[src/hw/rtl/lge_pkg.sv]
`timescale 1ns / 1ps

package lge_pkg;

    localparam int GRID_WIDTH  = 64;
    localparam int GRID_HEIGHT = 64;
    localparam int ROW_AW      = $clog2(GRID_HEIGHT);
    localparam int COL_AW      = $clog2(GRID_WIDTH);
    localparam int POS_W       = 6;
    localparam int GEN_W       = 32;
    localparam int NB_W        = 4;

    localparam logic [NB_W-1:0] BIRTH_COUNT   = NB_W'(3);
    localparam logic [NB_W-1:0] SURVIVE_COUNT = NB_W'(2);

    typedef enum logic [1:0] {
        ACT_WRITE   = 2'd0,
        ACT_READ    = 2'd1,
        ACT_ADVANCE = 2'd2,
        ACT_CLEAR   = 2'd3
    } t_action;

    typedef logic [GRID_WIDTH-1:0] t_row;

    typedef struct packed {
        t_action          action;
        logic [POS_W-1:0] row;
        logic [POS_W-1:0] col;
        logic             cell_in;
    } t_in_item;

    typedef struct packed {
        logic             cell_out;
        logic [GEN_W-1:0] generation_count;
    } t_out_item;

    typedef struct packed {
        logic load;
        logic fetch;
        logic write_cell;
        logic clear;
        logic adv_init;
        logic adv_prime;
        logic adv_step;
        logic respond;
    } t_cmd;

    typedef struct packed {
        logic last_row;
    } t_sts;

    function automatic t_row life_row(input t_row up, input t_row mid, input t_row dn);
        t_row              res;
        logic [NB_W-1:0]   cnt;
        logic [GRID_WIDTH+1:0] u;
        logic [GRID_WIDTH+1:0] m;
        logic [GRID_WIDTH+1:0] d;
        u = {1'b0, up, 1'b0};
        m = {1'b0, mid, 1'b0};
        d = {1'b0, dn, 1'b0};
        for (int c = 0; c < GRID_WIDTH; c++) begin
            cnt = NB_W'(u[c]) + NB_W'(u[c+1]) + NB_W'(u[c+2])
                + NB_W'(m[c]) + NB_W'(m[c+2])
                + NB_W'(d[c]) + NB_W'(d[c+1]) + NB_W'(d[c+2]);
            res[c] = (cnt == BIRTH_COUNT) || (mid[c] && (cnt == SURVIVE_COUNT));
        end
        return res;
    endfunction

endpackage

[src/hw/rtl/lge_ctrl.sv]
`timescale 1ns / 1ps

module lge_ctrl (
    input  logic             i_clk,
    input  logic             i_rst_n,
    input  logic             i_start,
    input  lge_pkg::t_action i_action,
    input  lge_pkg::t_sts    i_sts,
    output lge_pkg::t_cmd    o_cmd,
    output logic             o_busy
);
    import lge_pkg::*;

    typedef enum logic [3:0] {
        S_IDLE,
        S_FETCH_WR,
        S_FETCH_RD,
        S_WRITE,
        S_CLEAR,
        S_ADV0,
        S_ADV1,
        S_SWEEP,
        S_FIN
    } t_state;

    t_state r_state;
    t_state n_state;
    logic   r_busy;

    always_comb begin
        n_state = r_state;
        case (r_state)
            S_IDLE: begin
                if (i_start) begin
                    case (i_action)
                        ACT_WRITE:   n_state = S_FETCH_WR;
                        ACT_READ:    n_state = S_FETCH_RD;
                        ACT_ADVANCE: n_state = S_ADV0;
                        default:     n_state = S_CLEAR;
                    endcase
                end
            end
            S_FETCH_WR: n_state = S_WRITE;
            S_FETCH_RD: n_state = S_FIN;
            S_WRITE:    n_state = S_FIN;
            S_CLEAR:    n_state = S_FIN;
            S_ADV0:     n_state = S_ADV1;
            S_ADV1:     n_state = S_SWEEP;
            S_SWEEP: begin
                if (i_sts.last_row) begin
                    n_state = S_FIN;
                end
            end
            S_FIN:      n_state = S_IDLE;
            default:    n_state = S_IDLE;
        endcase
    end

    always_comb begin
        o_cmd            = '0;
        o_cmd.load       = (r_state == S_IDLE) && i_start;
        o_cmd.fetch      = (r_state == S_FETCH_WR) || (r_state == S_FETCH_RD);
        o_cmd.write_cell = (r_state == S_WRITE);
        o_cmd.clear      = (r_state == S_CLEAR);
        o_cmd.adv_init   = (r_state == S_ADV0);
        o_cmd.adv_prime  = (r_state == S_ADV1);
        o_cmd.adv_step   = (r_state == S_SWEEP);
        o_cmd.respond    = (r_state == S_FIN);
    end

    always_ff @(posedge i_clk) begin
        if (!i_rst_n) begin
            r_state <= S_IDLE;
            r_busy  <= 1'b0;
        end else begin
            r_state <= n_state;
            r_busy  <= (n_state != S_IDLE);
        end
    end

    assign o_busy = r_busy;

endmodule

[config.mk]
export PLATFORM = sky130hd
export DESIGN_NAME = lge_ctrl
export DESIGN_NICKNAME = d
export VERILOG_FILES = /design/src/hw/rtl/lge_pkg.sv /design/src/hw/rtl/lge_ctrl.sv
export SDC_FILE = /design/constraint.sdc
export NUM_CORES = 1
export LEC_CHECK = 0
export BUFFER_PORTS_ARGS = -buffer_cell sky130_fd_sc_hd__buf_2
export CORE_AREA = 10 10 47 49
export DETAILED_ROUTE_END_ITERATION = 10
export DIE_AREA = 0 0 57 59
export GPL_TIMING_DRIVEN = 1
export PLACE_DENSITY = 0.51
export SETUP_SLACK_MARGIN = 0.4
export SYNTH_ARGS = -nofsm -noshare
export SYNTH_HDL_FRONTEND = slang
export SYNTH_SLANG_ARGS = --single-unit
[constraint.sdc]
create_clock -name i_clk -period 4 [get_ports i_clk]
set_clock_uncertainty 0.15 [all_clocks]
set_input_delay 0.8 -clock i_clk [delete_from_list [all_inputs] [get_ports i_clk]]
set_output_delay 0.8 -clock i_clk [all_outputs]
set_load 0.1 [all_outputs]
==> impl_metrics.py, run 1 <==
metrics = {
    "floorplanning": {
        "ioPinCount": 15,
        "rows": 14,
        "fp.dieW_um": 57,
        "initial_core_util_pct": 24.64,
        "fp.dieH_um": 59,
        "die-area_um2": 3363,
        "core-area_um2": 1401,
    },
    "final_layout": {
        "nFillCells": 167,
        "drive_gt1_share_pct": 43.86,
        "n_antenna_cell": 0,
        "layout-area-overhead-vs-synth_pct": 30.43,
        "nNetsFinal": 64,
    },
    "timing": {
        "slew_headroom_pct": 67.19,
        "fin_crit_ps": 2589,
        "setup-tns-final_ps": 0,
        "post-route-period-util_pct": 64.71,
        "slew_viol_final": 0,
        "hold_violations": 0,
        "setup_violations": 0,
        "fmax_ghz": 0.3863,
        "rsz0062_at_grt": "no",
        "worst_pin_slew_ps": 491.5,
    },
    "yosys": {
        "synth.distinct_cells": 23,
        "synth_warnings": 0,
        "yosysTopAreaCellShare_pct": 28.99,
        "postSynthCellCount": 41,
        "synth_area_um2": 345.3,
        "ys_seq_area_share_pct": 28.99,
        "syn_area_per_cell_um2": 8.423,
        "ys_ff_latch": 5,
        "synthTopCellsByArea": "dfxtp_1 29%, nor4b_4 6.9%, buf_6 6.5%",
        "synth_fp_nets": 47,
        "yosys.area.top_type": "dfxtp_1",
    },
    "detailed_routing": {
        "ant_nets": 0,
        "vias_per_cell": 4.726,
        "vias": 345,
        "wl_per_cell_um": 12.23,
        "drcViolationCount": 0,
        "routed_wl_um": 893,
        "dr.pass1.iters": 2,
        "drt_iter0_drc": 1,
    },
    "global_route": {
        "grt_pass1_wl_mm": 1.573,
        "antenna_found_initial": 0,
        "grt_max_degree": 13,
        "grt_use_total_pct": 5.755,
        "grt_pass1_vias": 363,
        "grt_overflow": 0,
    },
    "setup_path": {
        "endpoint": "o_cmd[7]",
        "rr_worst_depth": 5,
        "end_kind": "output port",
        "critPathArrivalTime_ps": 1640,
        "crit_fanout": 7,
        "crit_type": "register to output port",
        "startpoint": "r_state[2]",
        "worst_ep_required_time_ps": 3050,
        "r2r_end": "o_busy",
        "startpoint_type": "register",
        "rrSetupSlack_ps": 2450,
        "r2r-start": "r_state[0]",
    },
    "clock_tree": {
        "clkTransAtPathRegs_ps": 40,
        "clockRootBuffer": "clkbuf_4",
        "clk-insertion-delay-late_ps": 240,
        "cts_max_level": 1,
        "post_cts_buffers": 0,
        "cts_tree": "done",
        "cts_sinks": 5,
        "cts_made_buffers": 3,
        "ctsResizeCount": 0,
        "cts_hold_buf": 0,
        "clk_path_buf_depth": 2,
    },
    "pwr": {
        "leakagePower_nw": 0.2068,
        "powerDensity_nw_per_um2": 500.6,
        "power_w": 0.0002255,
        "ir_worst_vdd_mv": 0.2497,
    },
    "place": {
        "port-buffer-count": 14,
        "place_congestion": 0.7192,
        "dpl.hpwl_um": 708.5,
    },
    "outcome": {
        "status": "completed",
    },
    "min_path": {
        "hp-class": "register to register",
        "holdCritStartpoint": "r_state[3]",
    },
    "job": {
        "max_cap_violations": 0,
    },
}
[cell usage in the layout (no fill, tap or decap), types with 2 or more instances in the layout]
cell type  instances
dfxtp_1            5
nand2b_1           3
o21ai_0            2
nor2_1             6
buf_2             14
nand2_1            3
and2_2             2
nor3_1             2
clkbuf_4           3
[layer usage]
layer,wire length [um],vias to the layer above,GRT usage [%]
met5,0,-,0
met4,4,0,4.362
met3,84,2,2.575
met2,410,10,8.372
met1,394,156,6.436
li1,-,177,-
[where the power goes]
part	internal, W	switching [W]	leakage (nW)
logic	0.0000238	0.0000782	0.151
registers	0.0000563	0.0000103	0.0411
clock network	0.0000376	0.0000192	0.0150
[metrics by stage]
| step | area, um2 | cells | hold slack [ps] | util (%) | worst slack, ps |
|---|---|---|---|---|---|
| floorplan | 356.6 | 41 | 331.8 | - | 827.1 |
| global placement | 424.2 | 69 | 390.5 | 30.27 | 1489 |
| detailed placement | 424.2 | 69 | 384.0 | 30.27 | 1484 |
| CTS | 450.4 | 73 | 401.2 | 32.14 | 1394 |
| global route | 450.4 | 73 | 452.7 | 32.14 | 1327 |
| finish | 450.4 | 73 | 398.1 | 32.14 | 1411 |
[cell usage after synthesis]
master and n:
o21ai_1 1, nor2_1 6, nor3b_1 1, nor4b_4 1, nand4b_1 1, nor2b_1 1, o21ai_0 2, nor3_1 3
and2_2 2, a22oi_1 1, nand2b_1 3, and2_1 1, or2_4 1, nor4b_1 1, nand4_1 1, a21o_1 1
o31ai_1 1, nand2_1 3, or2b_2 1, a21oi_1 1, dfxtp_1 5, buf_6 2, a211oi_2 1
[registers in the layout, summed over array words and instances (netlist names)]
name / count
o_busy: 1
r_state: 4
[critical path, cell delays in order (launching register included)]
cell and delay, ps:
dfxtp_1 360, or2_4 300, nor4b_4 270, buf_2 470
[logic make-up (layout without fill, tap and decap cells)]
logic type,count (synthesis),count (layout),share of synthesized area (%)
buf+inv,2,18,6.521
compound gates,8,8,15.94
flops,5,5,28.99
simple gates,26,26,48.55
[final cells by class]
class	instances	area, um2	area share, %
Timing Repair Buffer	14	70.07	15.56
Sequential cell	5	100.1	22.22
Clock buffer	4	26.28	5.833
Tap cell	16	20.02	4.444
Multi-Input combinational cell	34	234.0	51.94
[how the worst min path moves through the flow]
stage,endpoint,slack [ps],depth (start not counted)
floorplan,r_state[3],330,1
global placement,r_state[3],390,1
detailed placement,r_state[3],380,1
CTS,r_state[3],400,1
global route,r_state[3],450,1
finish,r_state[3],400,1
(Power assumes the default switching activity.)
==> run 2: changes to the inputs <==
--- a/config.mk
+++ b/config.mk
@@ -5,12 +5,13 @@
 export SDC_FILE = /design/constraint.sdc
 export NUM_CORES = 1
 export LEC_CHECK = 0
+export ABC_AREA = 1
 export BUFFER_PORTS_ARGS = -buffer_cell sky130_fd_sc_hd__buf_2
 export CORE_AREA = 10 10 47 49
 export DETAILED_ROUTE_END_ITERATION = 10
 export DIE_AREA = 0 0 57 59
 export GPL_TIMING_DRIVEN = 1
-export PLACE_DENSITY = 0.51
+export PLACE_DENSITY = 0.54
 export SETUP_SLACK_MARGIN = 0.4
 export SYNTH_ARGS = -nofsm -noshare
 export SYNTH_HDL_FRONTEND = slang
==> constraint.sdc (replaced) <==
create_clock -name i_clk -period 2.33 [get_ports i_clk]
set_clock_uncertainty 0.15 [all_clocks]
set_input_delay 0.466 -clock i_clk [delete_from_list [all_inputs] [get_ports i_clk]]
set_output_delay 0.466 -clock i_clk [all_outputs]
set_load 0.1 [all_outputs]
==> run 2 against run 1 <==
Net effect:
- design area rose by 23%
- via count rose by 19%
- first-iteration DRC count rose to 10 times the previous value
- flip-flop and latch count did not move
- setup slack got worse by 950 ps
- utilization rose by 7.5 points
- wire length rose by 6.8%
- sequential share of layout area fell by 3.5 points
- critical path depth rose by 1
- clock-buffer cell count did not move
- synthesized cell count rose by 56%
- critical path type unchanged
- largest cell class unchanged
==> impl_metrics.py, run 2 <==
metrics = {
    "global_route": {
        "grt_max_degree": 6,
        "grt_overflow": 0,
        "grt_pass1_vias": 404,
        "grt_use_total_pct": 5.712,
        "grt_pass1_wl_mm": 1.573,
        "antenna_found_initial": 0,
    },
    "final_layout": {
        "layout-area-overhead-vs-synth_pct": 52.58,
        "n_antenna_cell": 0,
        "nFillCells": 163,
        "drive_gt1_share_pct": 41.46,
        "seqCellArea_um2": 103.9,
        "multiInputGateArea_um2": 227.7,
        "nNetsFinal": 89,
        "largest-register": "r_state",
        "largest_reg_flops": 4,
        "mostFrequentLayoutCell": "nand2_1",
        "final_cell_mix": "18 x nand2_1, 12 x inv_1, 10 x nor2_1",
    },
    "floorplanning": {
        "fp.dieH_um": 59,
        "ioPinCount": 15,
        "fp.dieW_um": 57,
        "core-area_um2": 1401,
        "rows": 14,
        "initial_core_util_pct": 25.98,
        "die-area_um2": 3363,
    },
    "yosys": {
        "yosys.area.top_type": "dfxtp_1",
        "yosysTopAreaCellShare_pct": 27.49,
        "postSynthCellCount": 64,
        "async_reset_ff_share_pct": 0,
        "ys_seq_area_share_pct": 27.49,
        "synth_edf_count": 0,
        "ys_ff_latch": 5,
        "synth_ff_type": "dfxtp_1",
        "synthTopCellsByArea": "dfxtp_1 27%, nand2_1 19%, nor2_1 13%",
        "synthTopCellsByCount": "18 x nand2_1, 13 x nor2_1, 12 x inv_1, 5 x dfxtp_1, 5 x nor2_2",
        "synth_fp_nets": 70,
        "synth_warnings": 0,
        "synth.most_common_cell": "nand2_1",
        "synth_area_um2": 364.1,
        "syn_area_per_cell_um2": 5.689,
        "synth.distinct_cells": 13,
    },
    "outcome": {
        "status": "completed",
    },
    "setup_path": {
        "critPathMaxStageDelay_ps": 340,
        "end_kind": "output port",
        "crit_type": "register to output port",
        "cpMostUsedCell": "nor2_2",
        "startpoint_type": "register",
        "startpoint": "r_state[3]",
        "worst_path_max_delay_cell": "dfxtp_1",
        "worstPathCellList": "nor2_2 -> nand2_2 -> nor2_2 -> buf_8",
        "rr_worst_depth": 9,
        "crit_fanout": 4,
        "critPathArrivalTime_ps": 1260,
        "r2r-start": "r_state[3]",
        "r2r_end": "o_busy",
        "worst_ep_required_time_ps": 1710,
        "rrSetupSlack_ps": 990,
    },
    "detailed_routing": {
        "wl_per_cell_um": 9.735,
        "wl_met3_um": 102,
        "vias_per_cell": 4.194,
        "routed_wl_um": 954,
        "top_layer": "met3",
        "vias": 411,
        "drcViolationCount": 0,
        "route.met2.wl_um": 407,
        "dr.pass1.iters": 4,
        "drt_iter0_drc": 10,
        "met1Wirelength_um": 444,
        "ant_nets": 0,
    },
    "clock_tree": {
        "clk_path_buf_depth": 2,
        "cts_hold_buf": 0,
        "ctsResizeCount": 7,
        "cts_max_level": 1,
        "clk-insertion-delay-late_ps": 240,
        "clockRootBuffer": "clkbuf_4",
        "cts_made_buffers": 3,
        "clkTransAtPathRegs_ps": 50,
        "cts_tree": "done",
        "cts_sinks": 5,
        "post_cts_buffers": 0,
    },
    "job": {
        "max_cap_violations": 0,
    },
    "place": {
        "place_congestion": 0.7285,
        "dpl.hpwl_um": 766.9,
        "port-buffer-count": 14,
    },
    "timing": {
        "slew_headroom_pct": 67.74,
        "fin_crit_ps": 1873,
        "hold_violations": 0,
        "fmax_ghz": 0.5339,
        "post-route-period-util_pct": 80.39,
        "rsz0062_at_grt": "no",
        "worst_pin_slew_ps": 487.3,
        "slew_viol_final": 0,
        "setup_violations": 0,
        "setup-tns-final_ps": 0,
    },
    "min_path": {
        "holdPathStages": 3,
        "hold_path_end": "o_busy",
        "hp-class": "primary input to register",
        "holdCritStartpoint": "i_rst_n",
    },
}
[run 2: critical path: cells and delay by family (launching register included)]
family | cells | cell delay, ps
buf+inv | 1 | 210
flops | 1 | 340
simple gates | 3 | 460
[run 2: through the flow]
stage	hold WS [ps]	worst slack [ps]	cell area (um2)	utilization [%]	std cells
after floorplan	490.7	336.2	376.6	-	64
after global placement	553.0	537.7	466.7	33.30	94
after detailed placement	548.1	528.2	466.7	33.30	94
after CTS	351.7	394.4	510.5	36.43	98
after global routing	376.7	379.6	555.5	39.64	98
final	351.8	457.0	555.5	39.64	98
[run 2: logic make-up after synthesis]
kind of cell,count (synthesis),share of synthesized area (%)
AND/OR/NAND/NOR,41,51.20
buffers and inverters,13,13.40
flip-flops,5,27.49
AO/OA/AOI/OAI,5,7.902
[run 2: worst max-delay path by stage]
stage	to	slack, ps
after floorplan	o_cmd[7]	340
after global placement	o_cmd[2]	540
after detailed placement	o_cmd[6]	530
after CTS	o_cmd[6]	390
after global routing	o_cmd[7]	380
final	o_cmd[7]	460
[run 2: cell type report]
type	count	area share [%]
Multi-Input combinational cell	46	40.99
Timing Repair Buffer	14	23.20
Sequential cell	5	18.69
Inverter	13	8.784
Clock buffer	4	4.730
Tap cell	16	3.604
[run 2: layer usage]
metal	up-vias	global-route usage (%)
met5	-	0
met4	0	3.020
met3	0	3.433
met2	12	7.597
met1	174	6.913
li1	225	-
Power of run 2 is not shown: default switching activity piles up to over one toggle a cycle in this logic, so the estimate is an artifact.
==> run 3: changes to the inputs <==
==> constraint.sdc (replaced) <==
create_clock -name i_clk -period 1.63 [get_ports i_clk]
set_clock_uncertainty 0.15 [all_clocks]
set_input_delay 0.326 -clock i_clk [delete_from_list [all_inputs] [get_ports i_clk]]
set_output_delay 0.326 -clock i_clk [all_outputs]
set_load 0.1 [all_outputs]
==> run 3 against run 2 <==
Net effect:
- the run now ends with setup timing left
- clock-buffer cell count stayed put
- first-iteration DRC count is 100% lower
- critical path depth is 1 higher
- flip-flop and latch count stayed put
- cell count is 5.1% higher
- worst hold slack worse by 160 ps
- wire length is 9.5% higher
- critical endpoint is now o_cmd[2]
==> impl_metrics.py, run 3 (synthesis gave the netlist of run 2 again) <==
metrics = {
    "place": {
        "place_congestion": 0.7841,
        "pre_cts_slack_ps": 175.0,
        "dpl.hpwl_um": 832.3,
        "port-buffer-count": 14,
    },
    "floorplanning": {
        "fp.dieH_um": 59,
        "rows": 14,
        "core-area_um2": 1401,
        "fp.dieW_um": 57,
        "die-area_um2": 3363,
        "initial_core_util_pct": 25.98,
        "ioPinCount": 15,
    },
    "timing": {
        "fmax_ghz": 0.6035,
        "final.setup.worst_slack_ps": -26.98,
        "setup_violations": 5,
        "hold_violations": 0,
        "rsz0062_at_grt": "yes",
        "worst_pin_slew_ps": 335.3,
        "holdWs_ps": 195.8,
        "setup-tns-final_ps": -55.98,
        "post-route-period-util_pct": 101.7,
        "slew_viol_final": 0,
        "fin_crit_ps": 1657,
        "slew_headroom_pct": 77.41,
    },
    "min_path": {
        "hp-class": "primary input to register",
    },
    "setup_path": {
        "worst_path_max_delay_cell": "dfxtp_4",
        "worst-path-buf-inv": 3,
        "end_kind": "output port",
        "critPathArrivalTime_ps": 1180,
        "critical-path-top-delay-family": "flip-flops",
        "critPathMaxStageDelay_ps": 370,
        "worstPathCellList": "inv_4 -> nor2_4 -> nand2_2 -> clkinvlp_4 -> buf_12",
        "crit_fanout": 5,
        "startpoint_type": "register",
        "worst_ep_required_time_ps": 1150,
        "crit_type": "register to output port",
    },
    "detailed_routing": {
        "ant_nets": 0,
        "vias_per_cell": 4.262,
        "routed_wl_mm": 1.045,
        "dr.pass1.iters": 1,
        "wl_per_cell_um": 10.15,
        "drcViolationCount": 0,
        "drt_iter0_drc": 0,
        "vias": 439,
    },
    "clock_tree": {
        "cts_sinks": 5,
        "cts_tree": "done",
        "cts_made_buffers": 3,
        "cts_max_level": 1,
        "clk-insertion-delay-late_ps": 240,
        "cts_hold_buf": 0,
        "clk_path_buf_depth": 2,
        "clockRootBuffer": "clkbuf_4",
        "clkTransAtPathRegs_ps": 40,
    },
    "final_layout": {
        "largest-register": "r_state",
        "mostFrequentLayoutCell": "nor2_4",
        "layout-area-overhead-vs-synth_pct": 126.5,
        "n_antenna_cell": 0,
        "post-route-util_pct": 58.84,
        "drive_gt1_share_pct": 72.41,
        "final_cell_mix": "11 x nor2_4, 9 x nand2_2, 9 x buf_12",
        "largest_reg_flops": 4,
        "nNetsFinal": 94,
    },
    "job": {
        "max_cap_violations": 0,
    },
    "global_route": {
        "grt_max_degree": 6,
        "grt_overflow": 0,
        "grt_pass1_wl_mm": 1.731,
        "grt_pass1_vias": 445,
        "grt_use_total_pct": 6.210,
        "antenna_found_initial": 0,
    },
    "outcome": {
        "status": "finished with violations",
        "violations": "setup timing",
    },
}
run 3: layer usage:
layer / vias up / GRT usage (%) / part of all wire, %
met1: 192 / 5.549 / 37
met3: 2 / 2.790 / 8.7
met2: 11 / 11.63 / 53
li1: 234 / - / -
met4: 0 / 3.020 / 1.1
met5: - / 0 / 0
run 3: timing repair:
action	in CTS	in global routing
gates resized for setup	17	8
gates cloned	0	0
setup endpoints to repair	10	14
setup buffers	4	1
pin swaps	9	8
run 3: area by class of cell:
type,count,area (um2)
inverters,13,71.32
flip-flops and latches,5,113.9
multi-input cells,46,342.8
well taps,16,20.02
repair buffers,19,250.2
clock buffers,4,26.28
fillers,126,576.8
run 3: final timing paths:
check / from / to / slack (ps) / cells past startpoint
setup / recovery: r_state[2] / o_cmd[2] / -30 / 5
hold / removal: i_rst_n / r_state[0] / 200 / 3
setup reg to reg: r_state[1] / o_busy / 140 / 10
hold reg to reg: r_state[1] / r_state[1] / 650 / 6
run 3: worst min-delay path: cells and delay by family:
kind | cells | cell delay, ps
buf+inv | 2 | 140
simple gates | 1 | 80
run 3: stage by stage:
| stage | area, um2 | std cells |
|---|---|---|
| global placement | 671.9 | 94 |
| finish | 824.5 | 103 |
| CTS | 784.5 | 102 |
| floorplan | 461.7 | 64 |
| global route | 824.5 | 103 |
| detailed placement | 671.9 | 94 |
Power of run 3 is left out for the same reason.
